`src/hdl/frgcd_pkg.sv`:
```
package frgcd_pkg;

    localparam int STEP_W = 4;

    typedef logic [STEP_W-1:0] step_t;

    // Datapath operations, one per control word.
    typedef enum logic [3:0] {
        OP_NOP,
        OP_SET_G_A,
        OP_SET_G_B,
        OP_SHR_AB,
        OP_SHR_A,
        OP_SHR_B,
        OP_SUB,
        OP_SET_G_GCD,
        OP_DIV_INIT_N,
        OP_DIV_INIT_D,
        OP_DIV_STEP,
        OP_FINISH,
        OP_FINISH_ERR
    } op_t;

    // Conditions that a control word can jump on.
    typedef enum logic [3:0] {
        COND_NEVER,
        COND_BOTH_ZERO,
        COND_A_ZERO,
        COND_B_ZERO,
        COND_AB_EVEN,
        COND_A_EVEN,
        COND_B_EVEN,
        COND_A_NE_B,
        COND_CNT_LAST,
        COND_OUT_STALL
    } cond_t;

    typedef struct packed {
        op_t   op;
        cond_t cond;
        logic  inv;
        step_t target;
        logic  last;
    } ucode_t;

    typedef struct packed {
        logic both_zero;
        logic a_zero;
        logic b_zero;
        logic ab_even;
        logic a_even;
        logic b_even;
        logic a_ne_b;
        logic cnt_last;
        logic out_stall;
    } status_t;

    localparam step_t S_CHECK = step_t'(0);
    localparam step_t S_GB    = step_t'(1);
    localparam step_t S_GA    = step_t'(2);
    localparam step_t S_TWOS  = step_t'(3);
    localparam step_t S_AODD  = step_t'(4);
    localparam step_t S_BODD  = step_t'(5);
    localparam step_t S_SUB   = step_t'(6);
    localparam step_t S_GCD   = step_t'(7);
    localparam step_t S_DIVN  = step_t'(8);
    localparam step_t S_DSTN  = step_t'(9);
    localparam step_t S_DIVD  = step_t'(10);
    localparam step_t S_DSTD  = step_t'(11);
    localparam step_t S_FIN   = step_t'(12);
    localparam step_t S_ERR   = step_t'(13);

    // The control program. A jump is taken when the condition, optionally
    // inverted, holds; otherwise the sequencer steps on or ends on a last word.
    function automatic ucode_t ucode_rom(input step_t step);
        ucode_t w;
        w = '{op: OP_NOP, cond: COND_NEVER, inv: 1'b0, target: S_CHECK, last: 1'b1};
        unique case (step)
            S_CHECK: w = '{OP_NOP,        COND_BOTH_ZERO, 1'b0, S_ERR,   1'b0};
            S_GB:    w = '{OP_SET_G_B,    COND_A_ZERO,    1'b0, S_DIVN,  1'b0};
            S_GA:    w = '{OP_SET_G_A,    COND_B_ZERO,    1'b0, S_DIVN,  1'b0};
            S_TWOS:  w = '{OP_SHR_AB,     COND_AB_EVEN,   1'b0, S_TWOS,  1'b0};
            S_AODD:  w = '{OP_SHR_A,      COND_A_EVEN,    1'b0, S_AODD,  1'b0};
            S_BODD:  w = '{OP_SHR_B,      COND_B_EVEN,    1'b0, S_BODD,  1'b0};
            S_SUB:   w = '{OP_SUB,        COND_A_NE_B,    1'b0, S_BODD,  1'b0};
            S_GCD:   w = '{OP_SET_G_GCD,  COND_NEVER,     1'b0, S_CHECK, 1'b0};
            S_DIVN:  w = '{OP_DIV_INIT_N, COND_NEVER,     1'b0, S_CHECK, 1'b0};
            S_DSTN:  w = '{OP_DIV_STEP,   COND_CNT_LAST,  1'b1, S_DSTN,  1'b0};
            S_DIVD:  w = '{OP_DIV_INIT_D, COND_NEVER,     1'b0, S_CHECK, 1'b0};
            S_DSTD:  w = '{OP_DIV_STEP,   COND_CNT_LAST,  1'b1, S_DSTD,  1'b0};
            S_FIN:   w = '{OP_FINISH,     COND_OUT_STALL, 1'b0, S_FIN,   1'b1};
            S_ERR:   w = '{OP_FINISH_ERR, COND_OUT_STALL, 1'b0, S_ERR,   1'b1};
            default: w = '{OP_NOP,        COND_NEVER,     1'b0, S_CHECK, 1'b1};
        endcase
        return w;
    endfunction

endpackage

```
`src/hdl/frgcd_sequencer.sv`:
```
module frgcd_sequencer
    import frgcd_pkg::*;
(
    input  logic    aclk,
    input  logic    aresetn,
    input  logic    start,
    input  status_t status,
    output op_t     op,
    output logic    busy
);

    step_t  pc_reg;
    logic   busy_reg;
    ucode_t uw;
    logic   cond_hit;
    logic   jump;

    assign uw = ucode_rom(pc_reg);

    always_comb begin
        unique case (uw.cond)
            COND_NEVER:     cond_hit = 1'b0;
            COND_BOTH_ZERO: cond_hit = status.both_zero;
            COND_A_ZERO:    cond_hit = status.a_zero;
            COND_B_ZERO:    cond_hit = status.b_zero;
            COND_AB_EVEN:   cond_hit = status.ab_even;
            COND_A_EVEN:    cond_hit = status.a_even;
            COND_B_EVEN:    cond_hit = status.b_even;
            COND_A_NE_B:    cond_hit = status.a_ne_b;
            COND_CNT_LAST:  cond_hit = status.cnt_last;
            COND_OUT_STALL: cond_hit = status.out_stall;
            default:        cond_hit = 1'b0;
        endcase
    end

    assign jump = cond_hit ^ uw.inv;
    assign op   = busy_reg ? uw.op : OP_NOP;
    assign busy = busy_reg;

    always_ff @(posedge aclk) begin
        if (!aresetn) begin
            busy_reg <= 1'b0;
            pc_reg   <= S_CHECK;
        end else if (start) begin
            busy_reg <= 1'b1;
            pc_reg   <= S_CHECK;
        end else if (busy_reg) begin
            priority if (jump) begin
                pc_reg <= uw.target;
            end else if (uw.last) begin
                busy_reg <= 1'b0;
            end else begin
                pc_reg <= pc_reg + step_t'(1);
            end
        end
    end

endmodule

```
`src/hdl/frgcd_datapath.sv`:
```
module frgcd_datapath
    import frgcd_pkg::*;
#(
    parameter int DATA_WIDTH = 32
) (
    input  logic                  aclk,
    input  logic                  start,
    input  logic [DATA_WIDTH-1:0] num_in,
    input  logic [DATA_WIDTH-1:0] den_in,
    input  op_t                   op,
    input  logic                  out_free,
    output status_t               status,
    output logic [DATA_WIDTH-1:0] gcd,
    output logic [DATA_WIDTH-1:0] num_quot,
    output logic [DATA_WIDTH-1:0] den_quot,
    output logic                  num_neg,
    output logic                  den_neg
);

    localparam int TWOS_W = $clog2(DATA_WIDTH);
    localparam int CNT_W  = $clog2(DATA_WIDTH + 1);
    localparam logic [CNT_W-1:0] CNT_INIT = CNT_W'(DATA_WIDTH);

    logic [DATA_WIDTH-1:0] a_reg, b_reg, mn_reg, md_reg, g_reg;
    logic [DATA_WIDTH-1:0] q_reg, qn_reg, rem_reg;
    logic [TWOS_W-1:0]     twos_reg;
    logic [CNT_W-1:0]      cnt_reg;
    logic                  num_neg_reg, den_neg_reg;

    logic [DATA_WIDTH-1:0] num_mag, den_mag;
    logic [DATA_WIDTH:0]   trial;
    logic [DATA_WIDTH:0]   trial_diff;
    logic                  a_gt_b;

    // Magnitudes as unsigned words: the most negative value maps exactly.
    assign num_mag = num_in[DATA_WIDTH-1] ? (DATA_WIDTH'(0) - num_in) : num_in;
    assign den_mag = den_in[DATA_WIDTH-1] ? (DATA_WIDTH'(0) - den_in) : den_in;

    assign trial      = {rem_reg, q_reg[DATA_WIDTH-1]};
    assign trial_diff = trial - {1'b0, g_reg};
    assign a_gt_b     = a_reg > b_reg;

    always_comb begin
        status.both_zero = (a_reg == '0) && (b_reg == '0);
        status.a_zero    = a_reg == '0;
        status.b_zero    = b_reg == '0;
        status.ab_even   = !a_reg[0] && !b_reg[0];
        status.a_even    = !a_reg[0];
        status.b_even    = !b_reg[0];
        status.a_ne_b    = a_reg != b_reg;
        status.cnt_last  = cnt_reg == CNT_W'(1);
        status.out_stall = !out_free;
    end

    always_ff @(posedge aclk) begin
        if (start) begin
            a_reg       <= num_mag;
            b_reg       <= den_mag;
            mn_reg      <= num_mag;
            md_reg      <= den_mag;
            num_neg_reg <= num_in[DATA_WIDTH-1];
            den_neg_reg <= den_in[DATA_WIDTH-1];
            twos_reg    <= '0;
        end else begin
            unique case (op)
                OP_SET_G_A: g_reg <= a_reg;
                OP_SET_G_B: g_reg <= b_reg;
                OP_SHR_AB: begin
                    if (!a_reg[0] && !b_reg[0]) begin
                        a_reg    <= a_reg >> 1;
                        b_reg    <= b_reg >> 1;
                        twos_reg <= twos_reg + TWOS_W'(1);
                    end
                end
                OP_SHR_A: begin
                    if (!a_reg[0]) begin
                        a_reg <= a_reg >> 1;
                    end
                end
                OP_SHR_B: begin
                    if (!b_reg[0]) begin
                        b_reg <= b_reg >> 1;
                    end
                end
                OP_SUB: begin
                    // Keep the smaller odd value in a and the difference in b.
                    if (a_gt_b) begin
                        a_reg <= b_reg;
                        b_reg <= a_reg - b_reg;
                    end else begin
                        b_reg <= b_reg - a_reg;
                    end
                end
                OP_SET_G_GCD: g_reg <= a_reg << twos_reg;
                OP_DIV_INIT_N: begin
                    q_reg   <= mn_reg;
                    rem_reg <= '0;
                    cnt_reg <= CNT_INIT;
                end
                OP_DIV_INIT_D: begin
                    qn_reg  <= q_reg;
                    q_reg   <= md_reg;
                    rem_reg <= '0;
                    cnt_reg <= CNT_INIT;
                end
                OP_DIV_STEP: begin
                    // Restoring division, one quotient bit per step.
                    if (!trial_diff[DATA_WIDTH]) begin
                        rem_reg <= trial_diff[DATA_WIDTH-1:0];
                        q_reg   <= {q_reg[DATA_WIDTH-2:0], 1'b1};
                    end else begin
                        rem_reg <= trial[DATA_WIDTH-1:0];
                        q_reg   <= {q_reg[DATA_WIDTH-2:0], 1'b0};
                    end
                    cnt_reg <= cnt_reg - CNT_W'(1);
                end
                default: ;
            endcase
        end
    end

    assign gcd      = g_reg;
    assign num_quot = qn_reg;
    assign den_quot = q_reg;
    assign num_neg  = num_neg_reg;
    assign den_neg  = den_neg_reg;

endmodule

```
`src/hdl/fraction_reduce_binary_gcd.sv`:
```
// Reduces a signed fraction: returns the greatest common divisor of the
// magnitudes of numerator and denominator (Stein's binary method) and both
// parts divided exactly by it, with their signs kept. A zero part makes the
// other part's magnitude the divisor; both zero raise m_undefined_flag with
// all other result fields zero. A divisor of 2^(DATA_WIDTH-1) reads as
// 2^(DATA_WIDTH-1)-1 in m_common_divisor. One transaction is processed at a
// time under a microcoded sequencer. With both parts nonzero it first
// strips the shared factors of two, then halves each operand until it is
// odd and subtracts until they are equal, and shifts the shared twos back
// in to form the divisor. A zero part skips the binary loop; both zero go
// straight to the flag. The two exact divisions then produce one quotient
// bit per cycle. A finished result waits while the previous result has not
// been taken. A finished result is held in an output register, so a new
// transaction is accepted from the cycle after the result is loaded, while
// that result waits.
module fraction_reduce_binary_gcd
    import frgcd_pkg::*;
#(
    parameter int DATA_WIDTH = 32
) (
    input  logic                  aclk,
    input  logic                  aresetn,
    input  logic                  s_valid,
    output logic                  s_ready,
    input  logic [DATA_WIDTH-1:0] s_num_in,
    input  logic [DATA_WIDTH-1:0] s_den_in,
    output logic                  m_valid,
    input  logic                  m_ready,
    output logic [DATA_WIDTH-2:0] m_common_divisor,
    output logic [DATA_WIDTH-1:0] m_num_out,
    output logic [DATA_WIDTH-1:0] m_den_out,
    output logic                  m_undefined_flag
);

    op_t                   op;
    logic                  busy;
    logic                  start;
    logic                  out_free;
    logic                  load;
    status_t               status;
    logic [DATA_WIDTH-1:0] gcd, num_quot, den_quot;
    logic                  num_neg, den_neg;

    logic                  m_valid_reg;
    logic [DATA_WIDTH-2:0] cd_reg;
    logic [DATA_WIDTH-1:0] num_out_reg, den_out_reg;
    logic                  flag_reg;

    assign s_ready  = aresetn && !busy;
    assign start    = s_valid && s_ready;
    assign out_free = !m_valid_reg || m_ready;
    assign load     = ((op == OP_FINISH) || (op == OP_FINISH_ERR)) && out_free;

    frgcd_sequencer u_seq (
        .aclk    (aclk),
        .aresetn (aresetn),
        .start   (start),
        .status  (status),
        .op      (op),
        .busy    (busy)
    );

    frgcd_datapath #(
        .DATA_WIDTH (DATA_WIDTH)
    ) u_dp (
        .aclk     (aclk),
        .start    (start),
        .num_in   (s_num_in),
        .den_in   (s_den_in),
        .op       (op),
        .out_free (out_free),
        .status   (status),
        .gcd      (gcd),
        .num_quot (num_quot),
        .den_quot (den_quot),
        .num_neg  (num_neg),
        .den_neg  (den_neg)
    );

    always_ff @(posedge aclk) begin
        if (!aresetn) begin
            m_valid_reg <= 1'b0;
        end else if (load) begin
            m_valid_reg <= 1'b1;
        end else if (m_ready) begin
            m_valid_reg <= 1'b0;
        end
    end

    always_ff @(posedge aclk) begin
        if (load) begin
            if (op == OP_FINISH_ERR) begin
                cd_reg      <= '0;
                num_out_reg <= '0;
                den_out_reg <= '0;
                flag_reg    <= 1'b1;
            end else begin
                cd_reg      <= gcd[DATA_WIDTH-1] ? {(DATA_WIDTH-1){1'b1}}
                                                 : gcd[DATA_WIDTH-2:0];
                num_out_reg <= num_neg ? (DATA_WIDTH'(0) - num_quot) : num_quot;
                den_out_reg <= den_neg ? (DATA_WIDTH'(0) - den_quot) : den_quot;
                flag_reg    <= 1'b0;
            end
        end
    end

    assign m_valid          = m_valid_reg;
    assign m_common_divisor = cd_reg;
    assign m_num_out        = num_out_reg;
    assign m_den_out        = den_out_reg;
    assign m_undefined_flag = flag_reg;

endmodule
```
`config.mk`:
```
export PLATFORM = sky130hd
export DESIGN_NAME = fraction_reduce_binary_gcd
export DESIGN_NICKNAME = d
export VERILOG_FILES = /design/src/hdl/frgcd_pkg.sv /design/src/hdl/frgcd_sequencer.sv /design/src/hdl/frgcd_datapath.sv /design/src/hdl/fraction_reduce_binary_gcd.sv
export SDC_FILE = /design/constraint.sdc
export NUM_CORES = 1
export LEC_CHECK = 0
export ABC_AREA = 1
export BUFFER_PORTS_ARGS = -buffer_cell sky130_fd_sc_hd__buf_4
export CAP_MARGIN = 20
export CORE_MARGIN = 3
export CORE_UTILIZATION = 55
export DETAILED_ROUTE_END_ITERATION = 16
export GPL_TIMING_DRIVEN = 0
export PLACE_DENSITY_LB_ADDON = 0.25
export RECOVER_POWER = 100
export SETUP_SLACK_MARGIN = 0.4
export SLEW_MARGIN = 20
export SYNTH_ARGS = -nofsm -noshare
export SYNTH_HDL_FRONTEND = slang
export SYNTH_HIERARCHICAL = 1
export SYNTH_SLANG_ARGS = --single-unit
export TNS_END_PERCENT = 20
```
`constraint.sdc`:
```
create_clock -name aclk -period 10.1 [get_ports aclk]
set_clock_uncertainty 0.15 [all_clocks]
set_input_delay 0 -clock aclk [delete_from_list [all_inputs] [get_ports aclk]]
set_output_delay 0 -clock aclk [all_outputs]
set_load 0.1 [all_outputs]
```
# ---- Word level (Yosys, flattened, before mapping)
# Memories as Yosys holds them, arrays and structs flattened. A register that Yosys moved wholly into a read port is not among the register bits.
# Cells that the tools add are included.
dict set report op_classes {
  n_addsub 10
  order_cmp 1
  eq_ne 28
  shifts 1
  muxes 34
  n_bitwise 3
  n_reduce_logical 32
}
# op count
set op_table {}
lappend op_table {{$mux W32} 13}
lappend op_table {{$pmux W32 S3} 4}
lappend op_table {{$sub A1 B32 Y32 const A} 4}
lappend op_table {{$logic_not A32 Y1} 2}
lappend op_table {{$pmux W32 S2} 1}
lappend op_table {{$sub A32 B32 Y32} 2}
lappend op_table {{$sub A33 B32 Y33} 1}
lappend op_table {{$eq A4 B3 Y1 const B} 8}
lappend op_table {{$gt A32 B32 Y1} 1}
lappend op_table {{$ne A32 B32 Y1} 1}
lappend op_table {{$shl A32 B5 Y32} 1}
lappend op_table {{$mux W31} 1}
lappend op_table {{$eq A4 B4 Y1 const B} 7}
lappend op_table {{$mux W4} 5}
lappend op_table {{$eq A4 B2 Y1 const B} 4}
lappend op_table {{$reduce_and A2 Y1} 7}
lappend op_table {{$pmux W6 S2} 1}
lappend op_table {{$ne A3 B3 Y1 const B} 3}
lappend op_table {{$pmux W1 S9} 1}
lappend op_table {{$eq A4 B1 Y1 const B} 2}
lappend op_table {{$mux W1} 8}
lappend op_table {{$reduce_bool A4 Y1} 2}
lappend op_table {{$eq A6 B1 Y1 const B} 1}
lappend op_table {{$reduce_and A3 Y1} 2}
lappend op_table {{other kinds (14)} 27}
dict set report totals {
  regBits 371
  mem_bits_ro 224
  out_inout_bits 98
  n_memories 1
}
# name words word_bits read_ports rd_ports_with_merged_regs write_ports line
set memory_table {}
lappend memory_table {{(name not given)} 16 14 1 1 0 frgcd_pkg.sv:78} ;# unique case (step)

# ---- Longest topological paths before layout
dict set report logic_depth {
  word_depth 9
  ltp_mapped 24
  mapped_depth_nobuf 23
}

# ---- Cells and area by module
# Netlist, hierarchy kept.
# module instances cells_per_inst area_per_inst_um2
set modules_own_cells {}
lappend modules_own_cells {frgcd_datapath 1 3034 21390.5}
lappend modules_own_cells {fraction_reduce_binary_gcd 1 675 5537.8}
lappend modules_own_cells {frgcd_sequencer 1 163 1106.1}

# ---- Least setup slack after synthesis
# No wires, ideal clock.
dict set report synth_path {
  kind {reg-to-reg}
  startpoint {register u_seq.busy_reg (netlist: u_seq/busy)}
  endpoint {register u_dp.b_reg[10] (enable)}
  arrival_time_ns 8.556
  required_ns 9.474
  path_slack_ns 0.917
  stages_incl_launch_ff 6
  path_buffers 2
  cell_sequence {dfxtp_1 nor3b_1 clkbuf_1 inv_2 clkbuf_1 a311oi_1}
}
dict set report synth_via {
  elab_chain_len 5
  elab_cells_between_ends 11
  classes_between {5 x eq/ne; 1 x mux; 5 x reduce/logical}
}
# item line
set synth_rtl {}
lappend synth_rtl {{from (decl)} frgcd_sequencer.sv:13} ;# logic busy_reg;
lappend synth_rtl {{from (signal assigned)} frgcd_sequencer.sv:42} ;# busy_reg <= 1'b0;
lappend synth_rtl {{from (signal assigned)} frgcd_sequencer.sv:45} ;# busy_reg <= 1'b1;
lappend synth_rtl {{from (signal assigned)} frgcd_sequencer.sv:51} ;# busy_reg <= 1'b0;
lappend synth_rtl {{$logic_not A1 Y1 (*)} fraction_reduce_binary_gcd.sv:49} ;# assign s_ready = aresetn && !busy;
lappend synth_rtl {{$logic_and A1 B1 Y1 (*)} fraction_reduce_binary_gcd.sv:49}
lappend synth_rtl {{$logic_and A1 B1 Y1 (*)} fraction_reduce_binary_gcd.sv:50} ;# assign start = s_valid && s_ready;
lappend synth_rtl {{named net start} fraction_reduce_binary_gcd.sv:37} ;# logic start;
lappend synth_rtl {{$ne A3 B3 Y1 (no line) or $reduce_bool A4 Y1 (tied branches)} n/a}
lappend synth_rtl {{$reduce_and A3 Y1 (no line) (*)} n/a}
lappend synth_rtl {{to (signal assigned)} frgcd_datapath.sv:82} ;# b_reg <= b_reg >> 1;
lappend synth_rtl {{to (signal assigned)} frgcd_datapath.sv:89} ;# b_reg <= a_reg - b_reg;
lappend synth_rtl {{to (signal assigned)} frgcd_datapath.sv:91} ;# b_reg <= b_reg - a_reg;
lappend synth_rtl {{to (decl)} frgcd_datapath.sv:24} ;# logic [DATA_WIDTH-1:0] a_reg, b_reg, mn_reg, md_reg, g_reg;
# The timed path passes the listed nets; every way through them passes the cells marked *.
# A chain may end at the register's enable or synchronous reset.

# ---- Worst setup path after layout
dict set report layout_path {
  startpoint {register u_seq.busy_reg (netlist: u_seq/busy)}
  endpoint {register u_dp.b_reg[19] (enable)}
}
# Same word-level chain as after synthesis.

==> flow_summary_export.csv <==
group,metric,value,unit
clock_tree,insertion_delay,590,ps
sta,tightest_slew,2110,ps
power,p_clk_share,38.0,%
worst_setup_path,r2r-start,"u_seq/busy",
synthesis,synth_top_family_by_area,"simple AND/OR/NAND/NOR gates",
clock_tree,cts_resized,0,
clock_tree,htree_num_levels,2,
routing,ant_nets,0,
synthesis,syn-num-nets,4052,
sta,fin_crit,6830,ps
worst_setup_path,cp-end-kind,"flip-flop",
worst_setup_path,r2r_cells,10,
worst_setup_path,cp_slowest_cell,"a311oi_1",
die,die_w,232,um
layout,drive_above_1_share,5.85,%
placed_design,detailed_place_hpwl,76400,um
synthesis,synth_fa_ha_area_share,5.08,%
die,num_io_pins,166,
sta,drv_slew,12,
global_route,grt_usage,35.8,%
synthesis,synthArstFlopShare,0,%
worst_setup_path,start_kind,"flip-flop",
synthesis,netlist_area,28000,um2
synthesis,synth_compound_area_share,10.2,%
power,p_sw,1160,uW
placed_design,port_buffers,165,
placed_design,placed_cell_area,30500,um2
layout,post-route-util,63.9,%
power,power.internal,2940,uW
placed_design,place_ws,5870,ps
sta,clock.fmax,0.146,GHz
synthesis,syn_inst,3872,
clock_tree,cts_tree,"built",
die,coreArea,50300,um2
power,seqPwrFrac,44.7,%
global_route,antenna_found_initial,3,
worst_setup_path,reg2reg_slack,3270,ps
routing,wire_per_inst,20.0,um
synthesis,ys_types,62,
sta,timing.hold.ws,93.7,ps
worst_setup_path,r2r-end,"u_dp/b_reg[19]",
die,dieArea,53700,um2
worst_setup_path,crit_path_frequent_cell,"clkbuf_1",
worst_setup_path,path_delay_family,"buffers and inverters",
power,combinationalPowerShare,17.3,%
die,die_y,232,um
synthesis,post_synth_and_or_nand_nor_area_fraction,32.2,%
global_route,grt_max_degree,33,
synthesis,synth_edf_count,360,
hold_path,holdCritPathClass,"input port to flip-flop",
sta,setup_violations,0,
clock_tree,cts.sinks,385,
sta,hold_violations,0,
sta,rsz0062_at_grt,"false",
sta,slew-limit-headroom,-41.6,%
hold_path,min_from,"s_den_in[30]",
global_route,grt_pass1_vias,26000,
routing,num_vias,28400,
synthesis,muxShareOfSynthArea,0.214,%
die,initial_core_util,55.8,%
routing,drt_iter0_markers,4092,
routing,viasPerCell,5.78,
worst_setup_path,crit_type,"flip-flop to flip-flop",
power,switching_share,28.3,%
sta,fin_crit_sh,67.6,%
clock_tree,post-cts-setup-buffers,0,
worst_setup_path,worstPathBufferInverterCount,8,
worst_setup_path,critPathMaxStageDelay,1640,ps
clock_tree,path_clk_slew,60,ps
routing,drt_wl_total,98500,um
hold_path,hold_end,"u_dp/md_reg[30]",
clock_tree,clk_path_buf_depth,3,
global_route,grt_pass1_wl,148000,um
synthesis,synth_xor_area_share,3.06,%
synthesis,syn_avg_cell_area,7.24,um2
worst_setup_path,path_max_fanout,12,
power,leakage,0.0143,uW
clock_tree,postCtsHoldBufs,107,
routing,post-route-drc-count,0,
clock_tree,numCtsBuffers,42,
sta,fin_ws,3270,ps
placed_design,gp_congestion,1.05,
clock_tree,clock-root-buffer,"clkbuf_16",
global_route,grt.overflow.total,0,
layout,final_cell_area,32100,um2
worst_setup_path,cp_cell_sequence,"nor3b_1, clkbuf_1, clkbuf_1, clkbuf_1, clkbuf_1, inv_1, clkbuf_1, a311oi_1, clkbuf_1, clkbuf_1",
run,cap_violations,1,
power,p_per_area,128,nW/um2
sta,setup-tns-final,0,ps
die,rows,82,
layout,nets,4389,
synthesis,ys_ff_latch,385,
worst_setup_path,worstPathRequired,10140,ps
synthesis,synth.yosys.seq_area_share,40.3,%
run_status,status,"finished with violations",
worst_setup_path,critPathArrivalTime,6870,ps
hold_path,hold_depth,5,
layout,area_growth_syn_to_layout,14.7,%
run_status,violations,"capacitance limit, slew limit",
routing,dr.pass1.iters,9,
synthesis,ys_warn_count,6,
synthesis,synth_ff_type,"edfxtp_1",
power,vdd_drop_max,0.132,mV
[power by group through the flow]
stage                     registers, uW  logic, uW  clock network (uW)
after floorplan                    1850        430                   0
after global placement             1870        629                   0
after detailed placement           1860        642                   0
after CTS                          1830        689                1570
after global routing               1830        762                1630
final                              1830        709                1560
[final cells by class]
class / instances / area, um2
clock buffers: 51 / 1110
fillers: 4480 / 18100
multi-input cells: 2853 / 14200
diodes: 2 / 5.00
clock inverters: 23 / 272
flip-flops and latches: 385 / 11300
plain buffers: 116 / 507
well taps: 672 / 841
inverters: 518 / 1940
repair buffers: 293 / 2010
[cells in the mapped netlist (21+ instances only)]
master / count / area, um2
buf_2: 22 / 110
nand3_1: 291 / 1460
clkbuf_1: 73 / 274
a21oi_1: 199 / 996
o21ai_0: 165 / 826
nor2_1: 474 / 1780
nand4_1: 41 / 257
nand2_1: 1176 / 4410
ha_1: 109 / 1360
edfxtp_1: 360 / 10800
nand2_2: 31 / 194
inv_2: 22 / 82.6
nor4_1: 21 / 131
nor3_1: 29 / 145
dfxtp_1: 25 / 500
xor2_1: 78 / 683
inv_1: 494 / 1850
nor2_2: 23 / 144
[logic make-up after synthesis]
kind of cell,Yosys count
AO/OA/AOI/OAI,499
XOR/XNOR,98
adder cells (fa/ha/maj),112
buffers and inverters,634
flip-flops,385
multiplexers,6
AND/OR/NAND/NOR,2138
[metal layers]
metal  up-vias  global-route usage [%]  routed length, um
met1     12800                    46.8              37800
li1      13300                       -                  -
met2      1838                    55.8              42400
met4         2                    20.9               7280
met5         -                       0                 13
met3       385                    6.45              11000
[worst register-to-register path: cells and delay by family (launching register included)]
family | cells | cell delay (ps)
AOI/OAI and AO/OA | 1 | 1640
DFF | 1 | 380
and+or+nand+nor | 1 | 390
buffers and inverters | 8 | 3880
[per-stage QoR]
step / instances / total power, uW
finish: 4913 / 4100
global route: 4911 / 4230
CTS: 4911 / 4090
detailed placement: 4730 / 2500
global placement: 4709 / 2490
floorplan: 3872 / 2280
[worst max-delay path by stage]
stage / from / endpoint / slack [ps] / depth (start not counted)
finish: u_seq/busy / u_dp/b_reg[19] / 3270 / 10
global route: u_seq/busy / u_dp/b_reg[29] / 2960 / 10
CTS: u_dp/a_reg[0] / u_dp/a_reg[28] / 5850 / 20
detailed placement: u_dp/a_reg[0] / u_dp/a_reg[27] / 5870 / 20
global placement: u_seq/busy / u_dp/b_reg[26] / -3500 / 5
floorplan: u_seq/busy / u_dp/b_reg[10] / 920 / 5
[cells in the final DEF, fill, tap and decap left out, drive strengths merged, types with 23 or more instances in the layout]
master and instances:
nand2 1212, inv 518, nor2 505, edfxtp 360, nand3 299, clkbuf 265, a21oi 202, o21ai 183
ha 109, dlygate4sd3 107, buf 88, xor2 78, nand4 42, nor3 31, dfxtp 25, nor4 23
(Power assumes the default switching activity.)
